$ cat config.mk
export PLATFORM = sky130hd
export DESIGN_NAME = biou_div_cell
export DESIGN_NICKNAME = d
export VERILOG_FILES = /design/src/design/box_iou_defines.svh /design/src/design/biou_pkg.sv /design/src/design/biou_div_cell.sv
export SDC_FILE = /design/constraint.sdc
export NUM_CORES = 1
export LEC_CHECK = 0
export BUFFER_PORTS_ARGS = -buffer_cell sky130_fd_sc_hd__buf_2
export CORE_AREA = 3 3 121 123
export DETAILED_ROUTE_END_ITERATION = 10
export DIE_AREA = 0 0 124 126
export HOLD_SLACK_MARGIN = 0.02
export PLACE_DENSITY_LB_ADDON = 0.1
export SYNTH_ARGS = -nofsm -noshare
export SYNTH_HDL_FRONTEND = slang
export SYNTH_SLANG_ARGS = --single-unit
$ cat constraint.sdc
create_clock -name clock -period 3.07 [get_ports clock]
set_input_delay 0.4605 -clock clock [delete_from_list [all_inputs] [get_ports clock]]
set_output_delay 0.4605 -clock clock [all_outputs]
set_load 0.02 [all_outputs]
$ cat src/design/box_iou_defines.svh
// ----------------------------------------------------------------------------
// box_iou_defines
// Assertion macros used by the box_iou top-level design file.
// ----------------------------------------------------------------------------
`ifndef BOX_IOU_DEFINES_SVH
`define BOX_IOU_DEFINES_SVH

`ifndef SYNTHESIS

`define BIOU_ASSERT(label, expr) \
   label: assert property (@(posedge clock) disable iff (reset) (expr)) \
      else $error("box_iou assertion failed");

`define BIOU_ASSERT_IMPLY(label, ante, cons) \
   label: assert property (@(posedge clock) disable iff (reset) (ante) |-> (cons)) \
      else $error("box_iou implication failed");

`else

`define BIOU_ASSERT(label, expr)

`define BIOU_ASSERT_IMPLY(label, ante, cons)

`endif

`endif

$ cat src/design/biou_pkg.sv
// ----------------------------------------------------------------------------
// biou_pkg
// Types and fixed widths of the box IoU datapath.
// ----------------------------------------------------------------------------
package biou_pkg;

   localparam int COORD_BITS = 16;
   localparam int SPAN_BITS  = COORD_BITS + 3;
   localparam int AREA_BITS  = 2 * COORD_BITS;
   localparam int INTER_BITS = 2 * COORD_BITS + 4;
   localparam int REM_BITS   = INTER_BITS;

   typedef logic [COORD_BITS-1:0] coord_type;
   typedef logic [16:0]           iou_type;

   typedef struct packed {
      coord_type first_center_x;
      coord_type first_center_y;
      coord_type first_width;
      coord_type first_height;
      coord_type second_center_x;
      coord_type second_center_y;
      coord_type second_width;
      coord_type second_height;
   } req_type;

   typedef struct packed {
      iou_type     iou_ratio;
      logic [31:0] overlap_area;
      logic [32:0] union_area;
   } rsp_type;

   typedef struct packed {
      logic                valid;
      logic                nonzero;
      logic [REM_BITS-1:0] rem;
      logic [REM_BITS-1:0] divisor;
      logic [31:0]         overlap_area;
      logic [32:0]         union_area;
   } div_stage_type;

endpackage

$ cat src/design/biou_div_cell.sv
// ----------------------------------------------------------------------------
// biou_div_cell
// One restoring division step: shift, trial subtract, append a quotient bit.
// ----------------------------------------------------------------------------
module biou_div_cell #(
   parameter int QW = 17
) (
   input  logic                    clock,
   input  logic                    reset,
   input  biou_pkg::div_stage_type in_stage,
   input  logic [QW-1:0]           in_q,
   output biou_pkg::div_stage_type out_stage,
   output logic [QW-1:0]           out_q
);

   localparam int RB = biou_pkg::REM_BITS;

   biou_pkg::div_stage_type stage_ff, stage_in;
   logic [QW-1:0]           q_ff, q_in;
   logic [RB:0]             trial;
   logic [RB:0]             diff;
   logic                    take;

   assign trial = {in_stage.rem, 1'b0};
   assign diff  = trial - {1'b0, in_stage.divisor};
   assign take  = (trial >= {1'b0, in_stage.divisor});

   always_comb begin
      stage_in     = in_stage;
      stage_in.rem = take ? diff[RB-1:0] : trial[RB-1:0];
      q_in         = {in_q[QW-2:0], take};
   end

   always_ff @(posedge clock) begin
      if (reset) begin
         stage_ff.valid <= 1'b0;
      end else begin
         stage_ff.valid <= stage_in.valid;
      end
      stage_ff.nonzero      <= stage_in.nonzero;
      stage_ff.rem          <= stage_in.rem;
      stage_ff.divisor      <= stage_in.divisor;
      stage_ff.overlap_area <= stage_in.overlap_area;
      stage_ff.union_area   <= stage_in.union_area;
      q_ff                  <= q_in;
   end

   assign out_stage = stage_ff;
   assign out_q     = q_ff;

endmodule

==> flow_metrics.py <==
metrics = {
    "outcome": {
        "status": "finished, final reports clean",
    },
    "drt": {
        "antenna_left": 0,
        "routedWlPerCell_um": 15.18,
        "vias_per_cell": 4.666,
        "drtPass1Iterations": 4,
        "vias": 5025,
        "drc": 0,
        "drtIter0Drc": 196,
        "totalWireLength_mm": 16.35,
    },
    "grt": {
        "antenna_found_initial": 0,
        "grt_pass1_wl_mm": 24.79,
        "gr-total-overflow": 0,
        "grt_max_degree": 31,
        "grt_pass1_vias": 5015,
        "grt_usage_pct": 20.44,
    },
    "clock_tree": {
        "post_cts_resized": 0,
        "cts_num_sinks": 156,
        "cts_buffer_depth": 2,
        "tritoncts": "done",
        "clkTransAtPathRegs_ps": 60,
        "cts_setup_buffers": 0,
        "root_buffer": "clkbuf_16",
        "hold_buffers": 0,
        "cts_max_level": 4,
        "numCtsBuffers": 17,
    },
    "power_and_ir_drop": {
        "vdd_drop_max_uv": 339.6,
        "power_leakage_nw": 4.055,
        "powerDensity_mw_per_mm2": 663.9,
    },
    "synthesis": {
        "synth_xor_area_share_pct": 4.044,
        "synth_cells": 551,
        "syn_area_per_cell_sq_um": 10.22,
        "yosys_register_bits": 156,
        "synth_edf_count": 0,
        "ys_seq_area_share_pct": 55.45,
        "ys_types": 53,
        "synth_compound_area_share_pct": 16.24,
        "synth-simple-area-share_pct": 11.02,
        "yosys_warnings": 0,
        "synth_top_family_by_area": "compound AO/OA/AOI/OAI gates",
        "syn_area_sq_mm": 0.005632,
        "syn_nets": 746,
        "ys_async_sr_fraction_pct": 0,
        "synthAdderAreaFrac_pct": 8.354,
        "ys.flop_type": "dfxtp_1",
        "yosys-mux-area-fraction_pct": 0.6221,
    },
    "sta": {
        "maxSlewViolCount": 0,
        "max_freq_mhz": 385.6,
        "tns_ps": 0,
        "worst_pin_slew_ps": 527.9,
        "fin_crit_ps": 2594,
        "finalSetupViolations": 0,
        "relSlewSlack_pct": 64.57,
        "rsz0062_at_grt": "no",
        "post-route-period-util_pct": 84.48,
        "hold_violations": 0,
    },
    "final_layout": {
        "layout_commonest_cell": "buf_2",
        "final_cells": 1077,
        "syn2layout_area_growth_pct": 42.86,
        "final_nets": 1080,
        "fill_cells": 1275,
        "layout_common_cells": "buf_2 (312), dfxtp_1 (156), nand2_1 (55), o21ai_0 (51), inv_1 (41)",
        "drive_gt1_share_pct": 41.14,
        "n_antenna_cell": 0,
    },
    "worst_setup_path": {
        "crit_end": "out_stage[127]",
        "start_kind": "input port",
        "cp_max_fo": 30,
        "startpoint": "in_stage[66]",
        "crit_arrival_ps": 2900,
        "cp-end-kind": "flop",
        "worstPathRequired_ps": 3380,
        "crit_type": "input port to flop",
    },
    "place": {
        "io_buffers": 312,
        "place_congestion": 0.8474,
        "placed_cells": 1046,
        "post-dp-hpwl_mm": 13.72,
    },
    "floorplan": {
        "core_sq_mm": 0.01377,
        "die_area_sq_mm": 0.01562,
        "fp.dieW_um": 124,
        "die_y_um": 126,
        "start_util_pct": 40.89,
        "rows": 43,
        "io_pins": 314,
    },
    "worst_hold_path": {
        "hold_class": "input port to flop",
        "hp-start": "in_q[10]",
    },
    "run": {
        "max_cap_viol_count": 0,
    },
}
-- worst min path at each step --
| stage | cells after the start | end | slack [ps] |
|---|---|---|---|
| 3_5_place_dp | 1 | out_stage[15] | 560 |
| 6_report | 1 | out_q[11] | 130 |
| 4_1_cts | 1 | out_stage[15] | 120 |
| 3_3_place_gp | 1 | out_q[13] | 560 |
| 2_1_floorplan | 0 | out_q[10] | 490 |
| 5_1_grt | 1 | out_stage[11] | 110 |
-- per-layer routing --
metal | share of wire (%) | track usage, % | routed length, um
met4 | 1.2 | 6.443 | 194
met3 | 8.1 | 6.511 | 1319
met2 | 49 | 35.00 | 8041
met1 | 42 | 24.18 | 6791
met5 | 0 | 0 | 0
-- metrics by stage --
step	cell area, sq um	setup slack, ps	total power, mW	hold slack [ps]	util [%]
2_1_floorplan	5632	500.0	2.975	488.2	-
4_1_cts	8045	478.2	5.400	117.4	58.41
5_1_grt	8045	328.0	5.605	112.9	58.41
3_3_place_gp	7478	64.82	3.400	562.3	54.30
6_report	8045	476.4	5.341	132.1	58.41
3_5_place_dp	7478	40.79	3.412	564.1	54.30
-- critical path, cell delays in order --
cell and delay (ps):
buf_2 110, inv_1 50, ha_1 300, nor2b_1 150
o31a_1 290, o311a_1 340, o21ai_1 290, a21oi_2 160
a21oi_4 210, buf_12 190, inv_4 70, mux2_4 290
-- Yosys cell counts (6+ instances only) --
| master | n | area [sq um] |
|---|---|---|
| a21oi_1 | 32 | 160.2 |
| xnor2_1 | 13 | 113.9 |
| nand2_1 | 55 | 206.5 |
| dfxtp_1 | 156 | 3123 |
| a21o_1 | 9 | 67.56 |
| nor3_1 | 6 | 30.03 |
| nand2b_1 | 9 | 56.30 |
| ha_1 | 36 | 450.4 |
| o21a_1 | 7 | 52.55 |
| xor2_1 | 13 | 113.9 |
| inv_1 | 41 | 153.9 |
| nand3_1 | 6 | 30.03 |
| o31ai_1 | 10 | 75.07 |
| o21ai_0 | 51 | 255.2 |
| nor2_1 | 27 | 101.4 |
-- report_power, final --
part | switching [mW] | leakage [nW] | internal [mW] | total, mW
logic | 0.675 | 2.47 | 0.432 | 1.11
clock network | 0.849 | 0.273 | 1.13 | 1.98
registers | 0.0437 | 1.32 | 2.21 | 2.25
-- registers in the layout, summed over array words and instances (netlist names) --
signal and count:
out_q 17, out_stage 139
-- kinds of logic after synthesis --
kind of cell,count (synthesis)
adders and majority gates,37
buffers and inverters,55
and+or+nand+nor,129
muxes,3
AOI/OAI and AO/OA,145
xor gates and xnor gates,26
DFF,156
-- cell type report --
| class | count | area, sq um | share of cell area, % |
|---|---|---|---|
| Clock buffer | 18 | 429.2 | 5.334 |
| Clock inverter | 13 | 137.6 | 1.711 |
| Inverter | 42 | 160.2 | 1.991 |
| Multi-Input combinational cell | 340 | 2276 | 28.29 |
| Sequential cell | 156 | 3123 | 38.82 |
| Tap cell | 180 | 225.2 | 2.799 |
| Timing Repair Buffer | 328 | 1694 | 21.06 |
Power figures use the tool's default switching activity.
