===== src/design/box_iou_defines.svh =====
// ----------------------------------------------------------------------------
// box_iou_defines
// Assertion macros used by the box_iou top-level design file.
// ----------------------------------------------------------------------------
`ifndef BOX_IOU_DEFINES_SVH
`define BOX_IOU_DEFINES_SVH

`ifndef SYNTHESIS

`define BIOU_ASSERT(label, expr) \
   label: assert property (@(posedge clock) disable iff (reset) (expr)) \
      else $error("box_iou assertion failed");

`define BIOU_ASSERT_IMPLY(label, ante, cons) \
   label: assert property (@(posedge clock) disable iff (reset) (ante) |-> (cons)) \
      else $error("box_iou implication failed");

`else

`define BIOU_ASSERT(label, expr)

`define BIOU_ASSERT_IMPLY(label, ante, cons)

`endif

`endif


===== src/design/biou_pkg.sv =====
// ----------------------------------------------------------------------------
// biou_pkg
// Types and fixed widths of the box IoU datapath.
// ----------------------------------------------------------------------------
package biou_pkg;

   localparam int COORD_BITS = 16;
   localparam int SPAN_BITS  = COORD_BITS + 3;
   localparam int AREA_BITS  = 2 * COORD_BITS;
   localparam int INTER_BITS = 2 * COORD_BITS + 4;
   localparam int REM_BITS   = INTER_BITS;

   typedef logic [COORD_BITS-1:0] coord_type;
   typedef logic [16:0]           iou_type;

   typedef struct packed {
      coord_type first_center_x;
      coord_type first_center_y;
      coord_type first_width;
      coord_type first_height;
      coord_type second_center_x;
      coord_type second_center_y;
      coord_type second_width;
      coord_type second_height;
   } req_type;

   typedef struct packed {
      iou_type     iou_ratio;
      logic [31:0] overlap_area;
      logic [32:0] union_area;
   } rsp_type;

   typedef struct packed {
      logic                valid;
      logic                nonzero;
      logic [REM_BITS-1:0] rem;
      logic [REM_BITS-1:0] divisor;
      logic [31:0]         overlap_area;
      logic [32:0]         union_area;
   } div_stage_type;

endpackage


===== src/design/biou_geom.sv =====
// ----------------------------------------------------------------------------
// biou_geom
// Three-stage front end: spans and areas, intersection, union and first
// quotient bit.
// ----------------------------------------------------------------------------
module biou_geom (
   input  logic                    clock,
   input  logic                    reset,
   input  logic                    in_valid,
   input  biou_pkg::req_type       in_data,
   output biou_pkg::div_stage_type out_stage,
   output logic                    out_q0
);

   localparam int SB = biou_pkg::SPAN_BITS;
   localparam int CB = biou_pkg::COORD_BITS;
   localparam int AB = biou_pkg::AREA_BITS;
   localparam int IB = biou_pkg::INTER_BITS;

   function automatic logic signed [SB-1:0] span(
      input logic [CB-1:0] c1, input logic [CB-1:0] d1,
      input logic [CB-1:0] c2, input logic [CB-1:0] d2);
      logic signed [SB-1:0] l1, l2, r1, r2, lft, rgt;
      l1  = $signed({2'b00, c1, 1'b0}) - $signed({3'b000, d1});
      l2  = $signed({2'b00, c2, 1'b0}) - $signed({3'b000, d2});
      r1  = $signed({2'b00, c1, 1'b0}) + $signed({3'b000, d1});
      r2  = $signed({2'b00, c2, 1'b0}) + $signed({3'b000, d2});
      lft = (l1 > l2) ? l1 : l2;
      rgt = (r1 < r2) ? r1 : r2;
      return rgt - lft;
   endfunction

   logic                 v1_ff, v1_in, v2_ff, v2_in, v3_ff, v3_in;
   logic signed [SB-1:0] ow_ff, ow_in, oh_ff, oh_in;
   logic [AB-1:0]        area1_ff, area1_in, area2_ff, area2_in;
   logic [IB-1:0]        inter_ff, inter_in;
   logic [AB:0]          asum_ff, asum_in;
   biou_pkg::div_stage_type stage_ff, stage_in;
   logic                 q0_ff, q0_in;
   logic [IB-1:0]        area4;
   logic [IB-1:0]        uni;
   logic                 equal;

   assign v1_in    = in_valid;
   assign ow_in    = span(in_data.first_center_x, in_data.first_width,
                          in_data.second_center_x, in_data.second_width);
   assign oh_in    = span(in_data.first_center_y, in_data.first_height,
                          in_data.second_center_y, in_data.second_height);
   assign area1_in = AB'(in_data.first_width * in_data.first_height);
   assign area2_in = AB'(in_data.second_width * in_data.second_height);

   assign v2_in    = v1_ff;
   assign inter_in = (ow_ff[SB-1] || oh_ff[SB-1]) ? '0 :
                     IB'(ow_ff[SB-2:0] * oh_ff[SB-2:0]);
   assign asum_in  = {1'b0, area1_ff} + {1'b0, area2_ff};

   assign v3_in = v2_ff;
   assign area4 = IB'({asum_ff, 2'b00});
   assign uni   = area4 - inter_ff;
   assign equal = ({1'b0, area4} == {inter_ff, 1'b0});

   always_comb begin
      stage_in              = '0;
      stage_in.valid        = v3_in;
      stage_in.nonzero      = (inter_ff != '0);
      stage_in.rem          = equal ? '0 : inter_ff;
      stage_in.divisor      = uni;
      stage_in.overlap_area = inter_ff[33:2];
      stage_in.union_area   = uni[34:2];
      q0_in                 = equal;
   end

   always_ff @(posedge clock) begin
      if (reset) begin
         v1_ff <= 1'b0;
         v2_ff <= 1'b0;
         v3_ff <= 1'b0;
      end else begin
         v1_ff <= v1_in;
         v2_ff <= v2_in;
         v3_ff <= v3_in;
      end
   end

   always_ff @(posedge clock) begin
      ow_ff    <= ow_in;
      oh_ff    <= oh_in;
      area1_ff <= area1_in;
      area2_ff <= area2_in;
      inter_ff <= inter_in;
      asum_ff  <= asum_in;
      stage_ff <= stage_in;
      q0_ff    <= q0_in;
   end

   always_comb begin
      out_stage       = stage_ff;
      out_stage.valid = v3_ff;
      out_q0          = q0_ff;
   end

endmodule


===== config.mk =====
export PLATFORM = sky130hd
export DESIGN_NAME = biou_geom
export DESIGN_NICKNAME = d
export VERILOG_FILES = /design/src/design/box_iou_defines.svh /design/src/design/biou_pkg.sv /design/src/design/biou_geom.sv
export SDC_FILE = /design/constraint.sdc
export NUM_CORES = 2
export LEC_CHECK = 0
export ABC_AREA = 1
export BUFFER_PORTS_ARGS = -buffer_cell sky130_fd_sc_hd__buf_2
export CAP_MARGIN = 15
export CORE_MARGIN = 5
export CORE_UTILIZATION = 58
export DETAILED_ROUTE_END_ITERATION = 12
export PLACE_DENSITY = 0.87
export SLEW_MARGIN = 20
export SYNTH_ARGS = -nofsm -noshare
export SYNTH_HDL_FRONTEND = slang
export SYNTH_SLANG_ARGS = --single-unit

===== constraint.sdc =====
create_clock -name clock -period 6.16 [get_ports clock]
set_clock_uncertainty 0.05 [all_clocks]
set_input_delay 0.308 -clock clock [delete_from_list [all_inputs] [get_ports clock]]
set_output_delay 0.308 -clock clock [all_outputs]
set_load 0.005 [all_outputs]

==> run_results.csv <==
group,metric,value,unit
run_status,status,"complete, no violations",
logic_synthesis,synthSimpleGateAreaFrac,0.158,
logic_synthesis,netlist.top_cell.by_area,"sky130_fd_sc_hd__fa_1",
sta,report.final.slew_viol_count,0,
floorplan,io_pins,271,
floorplan,initial_utilization,0.584,
logic_synthesis,synthMuxAreaShare,0.000209,
sta,report.final.hold_viol_count,0,
layout,final_net_count,7896,
sta,unrepaired_setup_endpoints_after_global_routing,"false",
floorplan,width_of_the_chip,297,um
logic_synthesis,syn_area,0.0479,mm2
cts,clk_path_buf_depth,3,
critical_path,setup.worst_path.end_class,"flop",
cts,cts.clk_slew.worst_paths,0.07,ns
cts,cts-root-buf,"sky130_fd_sc_hd__clkbuf_16",
cts,htreeDepth,1,
job,maxCapViolations,0,
logic_synthesis,syn_inst,6291,
grt,largest_net_degree_at_the_start_of_global_routing,26,
sta,setup-violations-final,0,
routing,drt-initial-drc-count,3692,
routing,average_detailed_routed_wire_length_per_instance,18.3,um
placement,place_hpwl,118000,um
logic_synthesis,synth_nets,7685,
sta,setup-tns-final,0,ns
layout,layout-drive-gt1-share,0.0964,
logic_synthesis,synth.most_common_cell,"sky130_fd_sc_hd__inv_1",
floorplan,floorplan.die.height,297,um
logic_synthesis,synth-compound-area-share,0.0949,
sta,layout_min_cycle_time,5.79,ns
grt,grt_first_pass_wirelength,224000,um
logic_synthesis,prevailing_post_synth_register_cell,"sky130_fd_sc_hd__dfxtp_1",
sta,max_slew_margin,0.362,
placement,gp_routability_congestion,1.01,
critical_path,cp_data_required_time,6.63,ns
critical_path,worst-path-max-fanout,13,
logic_synthesis,synth-seq-cells,280,
hold_path,hold_path_class,"primary input to flop",
sta,worst_slack,0.370,ns
logic_synthesis,syn-mean-instance-area,7.61,um2
grt,grt_antenna_before_repair,7,
placement,placement.setup.worst_slack,0.107,ns
grt,via_count_of_the_first_global_routing_pass,43800,
logic_synthesis,asyncSetResetFlopFracSynth,0,
logic_synthesis,edff_count_synth,0,
routing,final_antenna_net_count,0,
layout,final.fill_count,6877,
logic_synthesis,synth-xor-area-share,0.0510,
sta,worst_pin_slew,0.950,ns
routing,drt_drc_violations_left,0,
cts,cts_inserted_buffers,30,
logic_synthesis,synth_top_area_share,0.274,
cts,numClockSinks,280,
sta,final_min_period_over_clock_period,0.940,
grt,grtUsageTotal,0.312,
critical_path,path_class,"flop to flop",
critical_path,arr_time_crit_path,6.26,ns
cts,cts_post_setup_buffers_inserted,0,
floorplan,dieArea,0.0884,mm2
logic_synthesis,ys_top_cells_by_count,"sky130_fd_sc_hd__inv_1 (1490), sky130_fd_sc_hd__nand2_1 (1404), sky130_fd_sc_hd__fa_1 (655)",
layout,regArea,0.00564,mm2
routing,drt_pass1_iterations,8,
routing,viasPerCell,5.52,
logic_synthesis,post_synth_main_area_contributors,"sky130_fd_sc_hd__fa_1 (27%), sky130_fd_sc_hd__ha_1 (16%), sky130_fd_sc_hd__dfxtp_1 (12%)",
logic_synthesis,synth_top_family_by_area,"adder cells",
floorplan,placeableCoreArea,0.0820,mm2
logic_synthesis,post_synth_fa_ha_maj_area_fraction,0.433,
logic_synthesis,synth_seq_area_share,0.117,
critical_path,rrSetupSlack,0.37,ns
cts,tritoncts,"built",
placement,io_buffers,270,
logic_synthesis,synth.lib_cells_used.distinct,59,
sta,highest_clock_frequency_the_design_can_meet,173,MHz
grt,grt_overflow,0,
cts,clock_latency,0.61,ns
routing,routed-via-count,42000,
critical_path,critPathLaunchType,"flop",
routing,routed_wl,139000,um
layout,area.growth.synth_to_final,8.36,%
logic_synthesis,yosys_warnings,0,
floorplan,core.rowCount,105,
layout,area_of_the_multi_input_gates,0.0353,mm2
metal layers:
layer | share of wire | global-route usage | vias to the layer above
met5 | 0 | 0 | -
met4 | 0.070 | 0.172 | 0
met3 | 0.087 | 0.0439 | 541
met2 | 0.47 | 0.531 | 2167
met1 | 0.37 | 0.384 | 19900
li1 | - | - | 19400
cells by family (layout without fill, tap and decap cells):
family	count (synthesis)	count (layout)
adder cells (fa/ha/maj)	1263	1263
other	0	10
XOR/XNOR	279	279
AO/OA/AOI/OAI	782	782
AND/OR/NAND/NOR	1894	1894
multiplexers	1	1
buffers and inverters	1792	2027
flip-flops	280	280
state kept, by name, summed over array words and instances (netlist names):
name and cells:
out_stage 105, inter_ff 36, asum_ff 33, area1_ff 32
area2_ff 32, oh_ff 19, ow_ff 19, out_q0 1
v1_ff 1, v2_ff 1, v3_ff 1
repair_timing:
item                                   4_1_cts  5_1_grt
resized for setup                            0       27
endpoints found under the hold margin        3        0
setup endpoints to repair                    0       15
hold buffers                                 2        0
final timing paths:
path | from | to | cells past startpoint
hold reg to reg | inter_ff[13] | out_stage[44] | 0
setup reg to reg | ow_ff[4] | inter_ff[30] | 19
setup / recovery | ow_ff[4] | inter_ff[30] | 19
hold / removal | in_data[0] | area2_ff[0] | 4
through the flow:
step	area (um2)	hold WS, ns	std cells	util
after floorplan	47900	0.281	6291	-
final	51900	0.262	7606	0.633
after CTS	51800	0.240	7596	0.632
after global placement	50800	0.287	7538	0.620
after global routing	51900	0.271	7596	0.633
after detailed placement	50800	0.289	7538	0.620
worst max-delay path: stages (launching register included):
cell and delay, ns:
sky130_fd_sc_hd__dfxtp_1 0.62, sky130_fd_sc_hd__buf_12 0.21, sky130_fd_sc_hd__nand2_1 0.09, sky130_fd_sc_hd__fa_1 0.54
sky130_fd_sc_hd__fa_1 0.55, sky130_fd_sc_hd__inv_1 0.06, sky130_fd_sc_hd__fa_1 0.51, sky130_fd_sc_hd__fa_1 0.43
sky130_fd_sc_hd__fa_1 0.51, sky130_fd_sc_hd__fa_1 0.41, sky130_fd_sc_hd__ha_1 0.38, sky130_fd_sc_hd__a21oi_1 0.17
sky130_fd_sc_hd__inv_1 0.07, sky130_fd_sc_hd__a31oi_1 0.20, sky130_fd_sc_hd__nor3_1 0.07, sky130_fd_sc_hd__o21ai_0 0.15
sky130_fd_sc_hd__o211ai_1 0.11, sky130_fd_sc_hd__a41oi_1 0.31, sky130_fd_sc_hd__o21ai_0 0.12, sky130_fd_sc_hd__a21oi_1 0.17
cells in the final DEF (no fill, tap or decap), types with 14 or more instances in the layout:
cell and count:
sky130_fd_sc_hd__xnor2_1 74, sky130_fd_sc_hd__nand4_1 39, sky130_fd_sc_hd__dfxtp_2 21, sky130_fd_sc_hd__nand3_1 92, sky130_fd_sc_hd__o21ai_2 27, sky130_fd_sc_hd__o21a_1 21, sky130_fd_sc_hd__a31oi_1 43, sky130_fd_sc_hd__buf_2 270
sky130_fd_sc_hd__inv_1 1490, sky130_fd_sc_hd__nand2_2 15, sky130_fd_sc_hd__buf_4 191, sky130_fd_sc_hd__xor2_1 205, sky130_fd_sc_hd__dfxtp_1 258, sky130_fd_sc_hd__nand2_1 1404, sky130_fd_sc_hd__nor3_1 31, sky130_fd_sc_hd__fa_1 655
sky130_fd_sc_hd__o21bai_1 24, sky130_fd_sc_hd__o21ai_0 162, sky130_fd_sc_hd__nor2_1 264, sky130_fd_sc_hd__clkbuf_16 30, sky130_fd_sc_hd__ha_1 608, sky130_fd_sc_hd__a221oi_1 14, sky130_fd_sc_hd__o21ai_1 41, sky130_fd_sc_hd__a21oi_1 343
sky130_fd_sc_hd__nor4_1 20
layout make-up:
class	count	share of cell area
Inverter	1503	0.109
Clock buffer	32	0.0148
Antenna cell	10	0.000482
Timing Repair Buffer	468	0.0560
Clock inverter	24	0.00475
Multi-Input combinational cell	4219	0.681
Sequential cell	280	0.109
Tap cell	1070	0.0258
Power is not shown: default switching activity piles up to over one toggle a cycle in this logic, so the estimate is an artifact.
